===== src/rtl/pbd_pkg.sv =====
// ----------------------------------------------------------------------------
// pbd_pkg
// Shared types, register indexes and helpers of the bilateral point denoiser.
// ----------------------------------------------------------------------------
package pbd_pkg;

   // Configuration register indexes.
   localparam int unsigned CSR_IDX_W = 2;
   localparam logic [CSR_IDX_W-1:0] CSR_DIST_SCALE   = 2'd0;
   localparam logic [CSR_IDX_W-1:0] CSR_NORMAL_SCALE = 2'd1;
   localparam logic [23:0] SCALE_RESET = 24'd65536;

   // Queue between the front and the back.
   localparam int unsigned QUEUE_DEPTH = 2;
   localparam int unsigned QPTR_W      = $clog2(QUEUE_DEPTH);
   localparam int unsigned QCOUNT_W    = $clog2(QUEUE_DEPTH + 1);

   // Quotient bits produced by the restoring divider.
   localparam logic [5:0] DIV_STEPS = 6'd48;

   typedef struct packed {
      logic [23:0] dist_scale;
      logic [23:0] normal_scale;
   } cfg_type;

   typedef struct packed {
      logic [15:0]        w;
      logic signed [27:0] p;
      logic signed [23:0] cx;
      logic signed [23:0] cy;
      logic signed [23:0] cz;
      logic signed [15:0] nx;
      logic signed [15:0] ny;
      logic signed [15:0] nz;
      logic [15:0]        cw;
      logic               last;
   } entry_type;

   typedef struct packed {
      logic                full;
      logic                empty;
      logic [QCOUNT_W-1:0] count;
   } qstat_type;

   typedef enum logic [3:0] {
      F_IDLE, F_DX, F_DY, F_DZ, F_PX, F_PY, F_PZ, F_PRND, F_PSQ, F_AD, F_AN, F_IDX, F_PUSH
   } front_state_type;

   typedef enum logic [3:0] {
      B_IDLE, B_CHECK, B_DIV, B_SIGN, B_MOVE, B_SX, B_SY, B_SZ, B_OUT
   } back_state_type;

   // Arithmetic right shift rounding half away from zero.
   function automatic logic signed [45:0] rnd_shr(input logic signed [45:0] v,
                                                  input logic [4:0] s);
      logic [45:0] mag;
      logic [45:0] half;
      logic [45:0] r;
      half = 46'd1 << (s - 5'd1);
      mag  = v[45] ? 46'(-v) : 46'(v);
      r    = (mag + half) >> s;
      return v[45] ? -$signed(r) : $signed(r);
   endfunction

endpackage


===== src/rtl/pbd_queue.sv =====
// ----------------------------------------------------------------------------
// pbd_queue
// Short first-in first-out queue of weighted neighbour entries.
// ----------------------------------------------------------------------------
module pbd_queue (
   input  logic                clock,
   input  logic                reset,
   input  logic                push_valid,
   output logic                push_ready,
   input  pbd_pkg::entry_type  push_data,
   output logic                pop_valid,
   input  logic                pop_ready,
   output pbd_pkg::entry_type  pop_data,
   output pbd_pkg::qstat_type  stat
);

   pbd_pkg::entry_type                 mem_ff [pbd_pkg::QUEUE_DEPTH];
   logic [pbd_pkg::QPTR_W-1:0]   wr_ptr_ff, rd_ptr_ff;
   logic [pbd_pkg::QCOUNT_W-1:0] count_ff;
   logic                         do_push, do_pop;

   assign stat.full  = (count_ff == pbd_pkg::QCOUNT_W'(pbd_pkg::QUEUE_DEPTH));
   assign stat.empty = (count_ff == '0);
   assign stat.count = count_ff;
   assign push_ready = !stat.full;
   assign pop_valid  = !stat.empty;
   assign pop_data   = mem_ff[rd_ptr_ff];
   assign do_push    = push_valid && push_ready;
   assign do_pop     = pop_valid && pop_ready;

   always_ff @(posedge clock) begin
      if (reset) begin
         wr_ptr_ff <= '0;
         rd_ptr_ff <= '0;
         count_ff  <= '0;
      end else begin
         if (do_push) begin
            wr_ptr_ff <= (wr_ptr_ff == pbd_pkg::QPTR_W'(pbd_pkg::QUEUE_DEPTH - 1))
                         ? '0 : wr_ptr_ff + 1'b1;
         end
         if (do_pop) begin
            rd_ptr_ff <= (rd_ptr_ff == pbd_pkg::QPTR_W'(pbd_pkg::QUEUE_DEPTH - 1))
                         ? '0 : rd_ptr_ff + 1'b1;
         end
         if (do_push && !do_pop)      count_ff <= count_ff + 1'b1;
         else if (do_pop && !do_push) count_ff <= count_ff - 1'b1;
      end
   end

   always_ff @(posedge clock) begin
      if (do_push) mem_ff[wr_ptr_ff] <= push_data;
   end

endmodule


===== config.mk =====
export PLATFORM = sky130hd
export DESIGN_NAME = pbd_queue
export DESIGN_NICKNAME = d
export VERILOG_FILES = /design/src/rtl/pbd_pkg.sv /design/src/rtl/pbd_queue.sv
export SDC_FILE = /design/constraint.sdc
export NUM_CORES = 1
export LEC_CHECK = 0
export BUFFER_PORTS_ARGS = -buffer_cell sky130_fd_sc_hd__buf_2
export CAP_MARGIN = 10
export CORE_MARGIN = 2
export CORE_UTILIZATION = 50
export CTS_CLUSTER_DIAMETER = 80
export CTS_CLUSTER_SIZE = 14
export DETAILED_ROUTE_END_ITERATION = 12
export GPL_ROUTABILITY_DRIVEN = 0
export PLACE_DENSITY = 0.88
export SYNTH_ARGS = -nofsm -noshare
export SYNTH_HDL_FRONTEND = slang
export SYNTH_SLANG_ARGS = --single-unit

===== constraint.sdc =====
create_clock -name clock -period 8.3 [get_ports clock]
set_clock_uncertainty 0.15 [all_clocks]
set_input_delay 0.83 -clock clock [delete_from_list [all_inputs] [get_ports clock]]
set_output_delay 0.83 -clock clock [all_outputs]
set_load 0.01 [all_outputs]

# After elaboration in Yosys (flattened, before gate mapping)
# Memories as Yosys holds them, arrays and structs flattened. A register that Yosys moved wholly into a read port is not among the register bits.
# Cells that the tools add are included.
# word_totals
register_bits	4
ram_bits	362
in_bits	185
out_inout_bits	187
mem_count	1
# memory_table
memory	words	word_bits	rd	rd_ports_with_merged_regs	wr	line	rtl
mem_ff	2	181	1	1	1	pbd_queue.sv:17	pbd_pkg::entry_type mem_ff [pbd_pkg::QUEUE_DEPTH];
# op_classes
add_sub_neg	4
eq_ne	1
mux	8
n_reduce_logical	10
# ops
op	n
$mux W1	6
$logic_and A1 B1 Y1	4
$logic_not A1 Y1	4
$mux W2	2
$add A1 B1 Y1 const B	2
$add A2 B1 Y2 const B	1
$eq A2 B2 Y1 const B	1
$logic_not A2 Y1	1
$reduce_bool A2 Y1	1
$sub A2 B1 Y2 const B	1

# Logic depth before layout (Yosys ltp)
# depth
ltp_word	7
ltp_mapped	7
ltp_nobuf	7

# Least setup slack after synthesis
# Ideal clock, no wire load.
# synth_timing
kind	input port to flip-flop
start	in push_valid
end	mem mem_ff[0][0] in the netlist's numbering, enable pin
setup_ns	0.533
arrival_time_ns	4.736
path_slack_ns	2.881
stages	3
n_path_buf	0
cell_sequence	inv_1 or3_1 inv_1
# synth_via
elab_chain_len	3
# synth_lines
element	line	rtl
start: declaration	pbd_queue.sv:8	input logic push_valid,
$logic_and A1 B1 Y1	pbd_queue.sv:28	assign do_push = push_valid && push_ready;
$mux W1	pbd_queue.sv:51	if (do_push) mem_ff[wr_ptr_ff] <= push_data;
$mux W1 (implied by the code)	pbd_queue.sv:51	
end: declaration	pbd_queue.sv:17	
# Every way passes these cells.

==> flow_summary.ini <==
[timing]
grt_setup_unrepaired = no
hold_violations = 0
fmax_ghz = 0.270
worst_pin_slew_ps = 1020
fin_crit_sh_pct = 44.7
setup_tns_ps = 0
setup_viol = 0
maxSlewViolCount = 0
fin_crit_ps = 3710
relSlewSlack_pct = 32.2

[detailed_routing]
avgViaCountPerCell = 5.15
wl_per_cell_um = 20.0
first_pass_iters = 4
wl_um = 26500
ant_nets = 0
vias = 6847
drt_iter0_drc = 546
drc = 0

[logic_synthesis]
synthMuxAreaShare_pct = 15.3
seq_area_frac_synth_pct = 82.5
synth_top_family_by_area = multiplexers
yosys.area_share.simple_pct = 0.414
ys_warn_count = 0
synth_cell_type_count = 16
synth_cells = 590
synth_xor_area_share_pct = 0.197
synth_area_per_cell_um2 = 22.6
netlist_area_um2 = 13300
synthAdderAreaFrac_pct = 0.0940
ys_seq_elements = 367
synthesis.nets = 776
synth-compound-area-share_pct = 0.188

[min_path]
hold_end = mem_ff[1][178]
worstHoldStart = push_data[178]
whs_path_depth = 1
hold_class = input port to flip-flop

[floorplanning]
die_w_um = 167
die_y_um = 167
start_util_pct = 51.1
die-area_um2 = 27900
io_pins = 372
std_cell_rows = 59
core_um2 = 26100

[clocking]
htree_levels = 1
clk_latency_ps = 540
clock-sinks = 367
hold_buffers = 0
ctsResizeCount = 0
cts_tree = yes
path_clk_slew_ps = 70
cts_root_buf = clkbuf_16
clockBufferDepth = 3
cts_buffers = 30
cts_setup_buffers = 0

[global_routing]
groute.usage.overall_pct = 18.2
grt_max_degree = 106
gr-max-usage-layer = met2
use_met3_pct = 5.32
grt_pass1_wl_um = 39600
use_met1_pct = 21.2
grt_overflow_total = 0
grt_util_met2_pct = 32.5
grt_pass1_vias = 7245
antenna_found_initial = 4

[setup_path]
critPathBufInv = 2
crit_fanout = 72
required_ps = 7320
end_kind = output port
crit_chain = buf_4 -> mux2_2 -> buf_2
r2r_slack_ps = 4940
cpMaxStageDelayCell = buf_4
r2r_start = count_ff[0]
ff2ff_path_depth = 5
worstPathArrival_ps = 2730
start_kind = flip-flop
critPathKind = flip-flop to output port
crit_family = buffers and inverters
r2r-end = mem_ff[0][50]
max_stage_delay_ps = 790
worst-path-stages = 3

[layout]
nNetsFinal = 1164
drive_gt1_share_pct = 60.1
stdcell_area_um2 = 16300
syn_to_final_growth_pct = 22.6

[placed_design]
dpl_cell_area_um2 = 15500
hpwl_um = 17500
numPortBuffers = 371

[status]
outcome = finished, final reports clean

[power]
p_per_area_nw_per_um2 = 299
p_leak_nw = 6.05
total_power_mw = 4.89
peakVddDrop_v = 0.000345

[flow_run]
cap_violations = 0
==> final cells by class <==
class | count | area, um2
Clock inverter | 1 | 16.3
Fill cell | 1762 | 9740
Clock buffer | 43 | 821
Sequential cell | 367 | 11000
Tap cell | 335 | 419
Inverter | 4 | 20.0
Antenna cell | 4 | 10.0
Timing Repair Buffer | 376 | 1890
Multi-Input combinational cell | 199 | 2160
==> kinds of logic after synthesis <==
logic type	count (synthesis)
flip-flops	367
AO/OA/AOI/OAI	5
AND/OR/NAND/NOR	9
buffers and inverters	24
multiplexers	181
XOR/XNOR	3
adder cells (fa/ha/maj)	1
==> report_power, final <==
group	switching, mW	internal [mW]	leakage, nW
clock network	0.588	0.678	0.403
logic	0.658	0.549	2.22
registers	0.0816	2.33	3.42
total	1.33	3.56	6.05
==> cell usage in the layout (no fill, tap or decap), drive strengths merged <==
cell / count
ha: 1
or3: 2
edfxtp: 362
a21oi: 2
or2: 1
clkbuf: 43
nor2: 4
nand2b: 1
buf: 376
o21ai: 3
and3: 1
dfxtp: 5
clkinv: 1
xor2: 3
inv: 4
diode: 4
mux2: 181
==> layer usage <==
layer	share of wire (%)	wire length [um]
met1	37	9900
met2	50	13300
met3	9.3	2470
met4	3.2	842
met5	0	0
==> cells in the mapped netlist <==
library cell	number	area [um2]
a21oi_1	2	10.0
and3_2	1	7.51
buf_2	10	50.1
buf_6	10	113
dfxtp_1	5	100
edfxtp_1	362	10900
ha_1	1	12.5
inv_1	3	11.3
inv_2	1	3.75
mux2_2	181	2040
nand2b_4	1	13.8
nor2_1	4	15.0
o21ai_0	3	15.0
or2_2	1	6.26
or3_1	2	12.5
xor2_1	3	26.3
==> state kept, by name, summed over array words and instances (netlist names), named ones only <==
name       count
count_ff       2
mem_ff       362
wr_ptr_ff      1
rd_ptr_ff      1
==> how the worst max path moves through the flow <==
stage               slack [ps]       start            end
CTS                       4550   flip-flop  pop_data[131]
finish                    4590   flip-flop  pop_data[131]
floorplan                 2880  push_valid   mem_ff[0][0]
global route              4450   flip-flop  pop_data[154]
detailed placement        4570  push_valid  mem_ff[0][20]
global placement          4580  push_valid  mem_ff[0][20]
==> per-stage QoR <==
step	std cells	setup slack, ps	hold slack (ps)	util (%)
6_report	1329	4590	318	62.6
5_1_grt	1326	4450	281	62.6
4_1_cts	1325	4550	279	62.6
3_5_place_dp	1281	4570	357	59.4
3_3_place_gp	1281	4580	327	59.4
2_1_floorplan	590	2880	301	-
No activity file was read; power rests on OpenSTA's default activity.
