===== config.mk =====
export PLATFORM = sky130hd
export DESIGN_NAME = pbd_back
export DESIGN_NICKNAME = d
export VERILOG_FILES = /design/src/rtl/pbd_pkg.sv /design/src/rtl/pbd_back.sv
export SDC_FILE = /design/constraint.sdc
export NUM_CORES = 2
export LEC_CHECK = 0
export BUFFER_PORTS_ARGS = -buffer_cell sky130_fd_sc_hd__buf_4
export CORE_ASPECT_RATIO = 2
export CORE_MARGIN = 8
export CORE_UTILIZATION = 55
export CTS_CLUSTER_DIAMETER = 30
export DETAILED_ROUTE_END_ITERATION = 8
export MAX_ROUTING_LAYER = met4
export PLACE_DENSITY = 0.79
export SLEW_MARGIN = 20
export SYNTH_ARGS = -nofsm -noshare
export SYNTH_HDL_FRONTEND = slang
export SYNTH_SLANG_ARGS = --single-unit

===== constraint.sdc =====
create_clock -name clock -period 18.8 [get_ports clock]
set_clock_uncertainty 0.2 [all_clocks]
set_input_delay 2.82 -clock clock [delete_from_list [all_inputs] [get_ports clock]]
set_output_delay 2.82 -clock clock [all_outputs]
set_load 0.005 [all_outputs]

===== src/rtl/pbd_pkg.sv =====
// ----------------------------------------------------------------------------
// pbd_pkg
// Shared types, register indexes and helpers of the bilateral point denoiser.
// ----------------------------------------------------------------------------
package pbd_pkg;

   // Configuration register indexes.
   localparam int unsigned CSR_IDX_W = 2;
   localparam logic [CSR_IDX_W-1:0] CSR_DIST_SCALE   = 2'd0;
   localparam logic [CSR_IDX_W-1:0] CSR_NORMAL_SCALE = 2'd1;
   localparam logic [23:0] SCALE_RESET = 24'd65536;

   // Queue between the front and the back.
   localparam int unsigned QUEUE_DEPTH = 2;
   localparam int unsigned QPTR_W      = $clog2(QUEUE_DEPTH);
   localparam int unsigned QCOUNT_W    = $clog2(QUEUE_DEPTH + 1);

   // Quotient bits produced by the restoring divider.
   localparam logic [5:0] DIV_STEPS = 6'd48;

   typedef struct packed {
      logic [23:0] dist_scale;
      logic [23:0] normal_scale;
   } cfg_type;

   typedef struct packed {
      logic [15:0]        w;
      logic signed [27:0] p;
      logic signed [23:0] cx;
      logic signed [23:0] cy;
      logic signed [23:0] cz;
      logic signed [15:0] nx;
      logic signed [15:0] ny;
      logic signed [15:0] nz;
      logic [15:0]        cw;
      logic               last;
   } entry_type;

   typedef struct packed {
      logic                full;
      logic                empty;
      logic [QCOUNT_W-1:0] count;
   } qstat_type;

   typedef enum logic [3:0] {
      F_IDLE, F_DX, F_DY, F_DZ, F_PX, F_PY, F_PZ, F_PRND, F_PSQ, F_AD, F_AN, F_IDX, F_PUSH
   } front_state_type;

   typedef enum logic [3:0] {
      B_IDLE, B_CHECK, B_DIV, B_SIGN, B_MOVE, B_SX, B_SY, B_SZ, B_OUT
   } back_state_type;

   // Arithmetic right shift rounding half away from zero.
   function automatic logic signed [45:0] rnd_shr(input logic signed [45:0] v,
                                                  input logic [4:0] s);
      logic [45:0] mag;
      logic [45:0] half;
      logic [45:0] r;
      half = 46'd1 << (s - 5'd1);
      mag  = v[45] ? 46'(-v) : 46'(v);
      r    = (mag + half) >> s;
      return v[45] ? -$signed(r) : $signed(r);
   endfunction

endpackage


===== src/rtl/pbd_back.sv =====
// ----------------------------------------------------------------------------
// pbd_back
// Accumulates weights, divides at the end of a group and moves the centre.
// ----------------------------------------------------------------------------
module pbd_back #(
   parameter int unsigned MAX_NEIGHBORS = 64
) (
   input  logic               clock,
   input  logic               reset,
   input  logic               pop_valid,
   output logic               pop_ready,
   input  pbd_pkg::entry_type pop_data,
   output logic               rsp_tvalid,
   input  logic               rsp_tready,
   output logic [71:0]        rsp_tdata,
   output logic               rsp_tuser
);

   localparam int unsigned CW = $clog2(MAX_NEIGHBORS + 1);

   function automatic logic [23:0] sat24(input logic signed [30:0] v);
      if (v > 31'sd8388607)       return 24'h7FFFFF;
      else if (v < -31'sd8388608) return 24'h800000;
      else                        return v[23:0];
   endfunction

   pbd_pkg::back_state_type state_ff, state_in;

   logic [23:0]        ws_ff;
   logic signed [47:0] lam_ff;
   logic [CW-1:0]      cnt_ff;
   logic signed [23:0] c_ff [3];
   logic signed [15:0] n_ff [3];
   logic [15:0]        cw_ff;
   logic [23:0]        div_rem_ff;
   logic [47:0]        div_q_ff;
   logic [23:0]        div_dsr_ff;
   logic [5:0]         div_cnt_ff;
   logic               div_neg_ff;
   logic signed [28:0] q_ff;
   logic signed [28:0] mv_ff;
   logic signed [23:0] o_ff [3];
   logic               moved_ff;
   logic               rsp_valid_ff;
   logic [71:0]        rsp_data_ff;
   logic               rsp_user_ff;

   logic signed [28:0] mul_a;
   logic signed [16:0] mul_b;
   logic signed [45:0] mul_p;
   logic [24:0]        ws_sum;
   logic signed [48:0] lam_sum;
   logic [24:0]        rem2;
   logic               ge;
   logic               rsp_free;

   assign mul_p    = mul_a * mul_b;
   assign ws_sum   = {1'b0, ws_ff} + 25'(pop_data.w);
   assign lam_sum  = 49'(lam_ff) + 49'(mul_p);
   assign rem2     = {div_rem_ff, div_q_ff[47]};
   assign ge       = (rem2 >= {1'b0, div_dsr_ff});
   assign rsp_free = !rsp_valid_ff || rsp_tready;

   always_comb begin
      state_in  = state_ff;
      pop_ready = 1'b0;
      mul_a     = '0;
      mul_b     = '0;
      unique case (state_ff)
         pbd_pkg::B_IDLE: begin
            pop_ready = 1'b1;
            mul_a     = 29'(pop_data.p);
            mul_b     = $signed({1'b0, pop_data.w});
            if (pop_valid && pop_data.last) state_in = pbd_pkg::B_CHECK;
         end
         pbd_pkg::B_CHECK: begin
            if (ws_ff == '0 || lam_ff == '0) state_in = pbd_pkg::B_OUT;
            else                             state_in = pbd_pkg::B_DIV;
         end
         pbd_pkg::B_DIV: if (div_cnt_ff == 6'd1) state_in = pbd_pkg::B_SIGN;
         pbd_pkg::B_SIGN: state_in = pbd_pkg::B_MOVE;
         pbd_pkg::B_MOVE: begin
            mul_a = q_ff; mul_b = $signed({1'b0, cw_ff}); state_in = pbd_pkg::B_SX;
         end
         pbd_pkg::B_SX: begin
            mul_a = mv_ff; mul_b = 17'(n_ff[0]); state_in = pbd_pkg::B_SY;
         end
         pbd_pkg::B_SY: begin
            mul_a = mv_ff; mul_b = 17'(n_ff[1]); state_in = pbd_pkg::B_SZ;
         end
         pbd_pkg::B_SZ: begin
            mul_a = mv_ff; mul_b = 17'(n_ff[2]); state_in = pbd_pkg::B_OUT;
         end
         pbd_pkg::B_OUT: if (rsp_free) state_in = pbd_pkg::B_IDLE;
         default: state_in = pbd_pkg::B_IDLE;
      endcase
   end

   // Control state and sums.
   always_ff @(posedge clock) begin
      if (reset) begin
         state_ff     <= pbd_pkg::B_IDLE;
         ws_ff        <= '0;
         lam_ff       <= '0;
         cnt_ff       <= '0;
         rsp_valid_ff <= 1'b0;
      end else begin
         state_ff <= state_in;
         if (state_ff == pbd_pkg::B_IDLE && pop_valid && cnt_ff < CW'(MAX_NEIGHBORS)) begin
            cnt_ff <= cnt_ff + 1'b1;
            ws_ff  <= ws_sum[24] ? 24'hFFFFFF : ws_sum[23:0];
            if (lam_sum[48] != lam_sum[47])
               lam_ff <= lam_sum[48] ? {1'b1, 47'd0} : {1'b0, {47{1'b1}}};
            else
               lam_ff <= lam_sum[47:0];
         end else if (state_ff == pbd_pkg::B_CHECK) begin
            ws_ff  <= '0;
            lam_ff <= '0;
            cnt_ff <= '0;
         end
         if (state_ff == pbd_pkg::B_OUT && rsp_free) rsp_valid_ff <= 1'b1;
         else if (rsp_tready)                        rsp_valid_ff <= 1'b0;
      end
   end

   // Datapath.
   always_ff @(posedge clock) begin
      case (state_ff)
         pbd_pkg::B_IDLE: if (pop_valid) begin
            c_ff[0] <= pop_data.cx;
            c_ff[1] <= pop_data.cy;
            c_ff[2] <= pop_data.cz;
            n_ff[0] <= pop_data.nx;
            n_ff[1] <= pop_data.ny;
            n_ff[2] <= pop_data.nz;
            cw_ff   <= pop_data.cw;
         end
         pbd_pkg::B_CHECK: begin
            if (ws_ff == '0 || lam_ff == '0) begin
               o_ff[0]  <= c_ff[0];
               o_ff[1]  <= c_ff[1];
               o_ff[2]  <= c_ff[2];
               moved_ff <= 1'b0;
            end else begin
               div_rem_ff <= '0;
               div_q_ff   <= lam_ff[47] ? 48'(-lam_ff) : 48'(lam_ff);
               div_neg_ff <= lam_ff[47];
               div_dsr_ff <= ws_ff;
               div_cnt_ff <= pbd_pkg::DIV_STEPS;
               moved_ff   <= 1'b1;
            end
         end
         pbd_pkg::B_DIV: begin
            div_rem_ff <= ge ? 24'(rem2 - {1'b0, div_dsr_ff}) : rem2[23:0];
            div_q_ff   <= {div_q_ff[46:0], ge};
            div_cnt_ff <= div_cnt_ff - 1'b1;
         end
         // The mean projection never exceeds the largest projection, so 29 bits hold it.
         pbd_pkg::B_SIGN: q_ff <= div_neg_ff ? -$signed(div_q_ff[28:0]) : $signed(div_q_ff[28:0]);
         pbd_pkg::B_MOVE: mv_ff <= 29'(pbd_pkg::rnd_shr(mul_p, 5'd16));
         pbd_pkg::B_SX: o_ff[0] <= sat24(31'(c_ff[0]) + 31'(pbd_pkg::rnd_shr(mul_p, 5'd14)));
         pbd_pkg::B_SY: o_ff[1] <= sat24(31'(c_ff[1]) + 31'(pbd_pkg::rnd_shr(mul_p, 5'd14)));
         pbd_pkg::B_SZ: o_ff[2] <= sat24(31'(c_ff[2]) + 31'(pbd_pkg::rnd_shr(mul_p, 5'd14)));
         pbd_pkg::B_OUT: if (rsp_free) begin
            rsp_data_ff <= {o_ff[2], o_ff[1], o_ff[0]};
            rsp_user_ff <= moved_ff;
         end
         default: ;
      endcase
   end

   assign rsp_tvalid = rsp_valid_ff;
   assign rsp_tdata  = rsp_data_ff;
   assign rsp_tuser  = rsp_user_ff;

endmodule


Yosys cells after proc, flatten, opt, wreduce, memory -nomap -nowiden --
Memory sizes are Yosys's and may differ from the RTL's. A register that Yosys moved wholly into a read port is not among the register bits. Cells that the tools add are included.
Storage, ports and cells: bits in writable memories 192, memories kept 3, flip-flop bits (word level) 263
Memory list:
- c_ff | depth 3, bits a word 24, rd ports 3, clocked after memory_dff 0, wr ports 3, RTL line pbd_back.sv:32 | logic signed [23:0] c_ff [3];
- o_ff | depth 3, bits a word 24, rd ports 3, clocked after memory_dff 3, wr ports 3, RTL line pbd_back.sv:42 | logic signed [23:0] o_ff [3];
- n_ff | depth 3, bits a word 16, rd ports 3, clocked after memory_dff 0, wr ports 3, RTL line pbd_back.sv:33 | logic signed [15:0] n_ff [3];
Cells by class: reductions and logical operators 19, add/sub/neg operators 15, muxes and demuxes 56, order comparisons 8, bitwise gates (word level) 4, multiply operators 1, eq/ne operators 14
Operator list (count):
- 2-to-1 mux 24 bit | 17
- 2-to-1 mux 48 bit | 6
- one-hot mux 48 bit (2 select lines) | 1
- adder 24 x 31 -> 31 bit | 3
- > comparator 31 x 24 -> 1 bit, second input constant | 3
- < comparator 31 x 24 -> 1 bit, second input constant | 3
- one-hot mux 29 bit (3 select lines) | 1
- one-hot mux 17 bit (5 select lines) | 1
- 2-to-1 mux 29 bit | 2
- negation 29 bit | 2
- adder 48 x 46 -> 49 bit | 1
- logical NOT 48 bit | 1
- negation 48 bit | 1
- one-hot mux 24 bit (2 select lines) | 1
- multiplier 29 x 17 -> 46 bit | 1
- adder 45 x 14 -> 45 bit, second input constant | 1
- adder 45 x 16 -> 45 bit, second input constant | 1
- 2-to-1 mux 45 bit | 1
- negation 45 bit | 1
- one-hot mux 4 bit (9 select lines) | 1
- 2-to-1 mux 31 bit | 1
- negation 31 bit | 1
- adder 24 x 16 -> 25 bit | 1
- greater-or-equal comparator 25 x 24 -> 1 bit | 1
- 27 further kinds | 64

Longest topological paths before layout --
word-level depth 15, depth in mapped cells 69, depth with buffers taken out 56

Worst setup path before layout --
No wires, ideal clock.
kind input to register, start point input port pop_data[169] in the netlist's numbering, end point memory o_ff[2][10] (netlist: o_ff[0][58]), data pin, path slack 1.052 ns, stages 61, setup time 0.152 ns, path buffers 10, data arrival time 17.396 ns, path through a222oi_1 > and3_1 > clkbuf_1 > clkbuf_1 > nor2_1 > fa_1 > inv_1 > fa_1 > fa_1 > inv_1 > fa_1 > fa_1 > inv_1 > fa_1 > inv_1 > ha_1 > clkbuf_1 > nor2_1 > [25 not listed] > ha_1 > a21o_1 > a21o_1 > a21oi_1 > nor3b_1 > o311a_1 > nor3_1 > o31ai_1 > a21oi_1 > o21a_1 > or4_1 > or4_1 > nand3_1 > mux2i_1 > nor2_2 > buf_2 > nand2_1 > a31oi_1
RTL lines:
- start, declared | RTL line pbd_back.sv:12 | input pbd_pkg::entry_type pop_data,
- end, declared | RTL line pbd_back.sv:42

==> flow_summary_export.csv <==
group,metric,value,unit
global_route,grt_overflow,0,
sta,finalCritPeriodShare,93.8,%
finish,synthToLayoutAreaGrowth,12.7,%
finish,finalInstanceArea,58200,um2
cts,cts_max_level,3,
cts,cts_tree,"built",
finish,drive_gt1_share,11.4,%
critical_path,ff2ff_setup_slack,1.29,ns
finish,final_cell_mix,"nand2_1, inv_1, nor2_1, fa_1, edfxtp_1",
cts,hold_buffers,0,
critical_path,cp-start-kind,"input pin",
finish,fillers,7597,
critical_path,reg2reg_from,"state_ff[3]",
job,drv_cap,0,
synthesis,async_reset_ff_share,0,%
critical_path,r2r_cells,54,
critical_path,cpPeakStageDelay,0.79,ns
critical_path,cp.arrival,17.95,ns
placed_design,dpl-instance-area,55200,um2
critical_path,crit_top_cell,"fa_1",
hold_path,min_path_cells,0,
critical_path,cp_data_required_time,19.12,ns
floorplanning,io_pins,260,
global_route,grt_pass1_vias,44700,
sta,fin_worst_hold_slack,0.214,ns
cts,cts.sinks,527,
status,status,"complete, no violations",
finish,layout.nets,6799,
floorplanning,initial_core_util,55.3,%
placed_design,place_inst,6951,
critical_path,endpoint,"o_ff[0][56]",
floorplanning,die_w,233,um
critical_path,critPathSlowestCell,"nand4_1",
route,wl,173000,um
critical_path,worstReg2RegEnd,"o_ff[0][56]",
finish,stdcell_count,7115,
placed_design,gp_congestion,1.07,
synthesis,ys_ff_latch,527,
cts,cts-root-buf,"clkbuf_16",
synthesis,synthesis.instances,5595,
sta,slew_headroom,21.6,%
synthesis,yosys_most_used_dff,"edfxtp_1",
floorplanning,die_area,105000,um2
finish,final_common_cell,"nand2_1",
placed_design,io_buffers,259,
critical_path,critical_path.endpoint_type,"register",
route,vias_per_cell,6.19,
sta,max_freq,56.7,MHz
synthesis,ys_types,109,
global_route,grt_max_degree,92,
synthesis,ys_seq_area_share,29.0,%
placed_design,dp_hpwl,136000,um
cts,cts_buffers,82,
cts,clk-insertion-delay-late,0.69,ns
critical_path,cp_max_fo,16,
route,drt_iter0_markers,4728,
floorplanning,die_y,449,um
floorplanning,rows,159,
route,firstDrtPassIters,9,
global_route,grt_first_pass_wirelength,265000,um
synthesis,avgSynthCellArea,9.23,um2
critical_path,critical_path.startpoint,"pop_data[176]",
critical_path,path_class,"in2reg",
sta,worstMarginPinSlew,1.18,ns
hold_path,hold_path.class,"reg2reg",
global_route,antenna_found_initial,7,
synthesis,syn-num-nets,6561,
cts,clk_pin_slew_worst_paths,0.07,ns
sta,setup_viol_count_final,0,
route,vias,44100,
synthesis,yosysWarnings,0,
cts,ctsLongestPathBuffers,3,
route,routedWlPerCell,24.3,um
synthesis,synth_edf_count,443,
global_route,globalRouteTotalUtil,33.9,%
floorplanning,core_area,93500,um2
sta,hold_viol_final,0,
route,ant_nets,0,
sta,drv_slew,0,
sta,rsz0062_at_grt,"no",
sta,min_period,17.63,ns
synthesis,synth_area,51700,um2
route,drc,0,
sta,tns,0,ns
-- timing repair --
item                       4_1_cts  5_1_grt
setup endpoints to repair        0        9
resized for setup                0        2
setup buffers                    0        3
-- sequential cells by signal, indices dropped and copies added (netlist names), 4 cells and up --
register / count
div_q_ff: 48
div_cnt_ff: 6
o_ff: 72
lam_ff: 48
div_rem_ff: 24
rsp_tdata: 72
state_ff: 4
cw_ff: 16
cnt_ff: 7
n_ff: 48
div_dsr_ff: 24
q_ff: 29
mv_ff: 29
c_ff: 72
ws_ff: 24
-- synth_stat cells (all sizes together), types with 56 or more instances --
| library cell | n | share of area (%) |
|---|---|---|
| a21o | 112 | 1.6 |
| a21oi | 308 | 3.2 |
| clkbuf | 179 | 1.3 |
| dfxtp | 84 | 3.3 |
| edfxtp | 443 | 26 |
| fa | 482 | 19 |
| ha | 299 | 7.2 |
| inv | 647 | 4.7 |
| nand2 | 686 | 5.0 |
| nand2b | 56 | 0.68 |
| nand3 | 85 | 0.82 |
| nor2 | 552 | 4.0 |
| nor3 | 104 | 1.0 |
| o21ai | 289 | 2.8 |
| or3 | 62 | 0.75 |
| xnor2 | 240 | 4.1 |
| xor2 | 133 | 2.3 |
-- stage by stage --
stage / worst slack (ns) / utilization [%]
global placement: 1.02 / 59.0
finish: 1.17 / 62.3
CTS: 1.20 / 62.2
global route: 0.156 / 62.3
detailed placement: 0.536 / 59.0
floorplan: 1.05 / -
-- kinds of logic after synthesis --
kind of cell / after synthesis / share of synthesized area, %
AO/OA/AOI/OAI: 1119 / 14.2
AND/OR/NAND/NOR: 1864 / 16.7
multiplexers: 60 / 1.26
XOR/XNOR: 376 / 6.51
flip-flops: 527 / 29.0
adder cells (fa/ha/maj): 781 / 25.9
buffers and inverters: 868 / 6.42
-- worst max-delay path, delay by kind of cell --
family                     cells  cell delay, ns
and+or+nand+nor               16            4.51
adders and majority gates      9            4.32
AOI/OAI and AO/OA             16            3.53
xor gates and xnor gates       4            1.48
buffers and inverters          6            1.06
muxes                          1            0.24
-- area by class of cell --
cell class                 instances  area [um2]  share of cell area (%)
clock buffer                      94        2150                    3.69
timing repair buffer             368        2800                    4.81
tap                             1207        1510                    2.59
clock inverter                    58         768                    1.32
sequential                       527       15000                    25.7
inverter                         654        2460                    4.22
multi-input combinational       4200       33500                    57.6
antenna                            7        17.5                  0.0301
-- per-layer routing --
metal  track usage, %  wire [um]  vias to the layer above
met3             8.21      18400                      524
met2             50.7      77200                     2419
met5                -          0                        -
met4             17.6      11000                        0
met1             42.5      66000                    21500
li1                 -          -                    19600
-- how the worst min path moves through the flow --
stage	startpoint	endpoint	slack [ns]
final	o_ff[0][6]	rsp_tdata[6]	0.21
after global routing	o_ff[0][49]	rsp_tdata[49]	0.22
after CTS	o_ff[0][6]	rsp_tdata[6]	0.21
after detailed placement	o_ff[0][49]	rsp_tdata[49]	0.20
after global placement	o_ff[0][6]	rsp_tdata[6]	0.21
after floorplan	o_ff[0][0]	rsp_tdata[0]	0.20
Power is not shown: default switching activity piles up to over one toggle a cycle in this logic, so the estimate is an artifact.
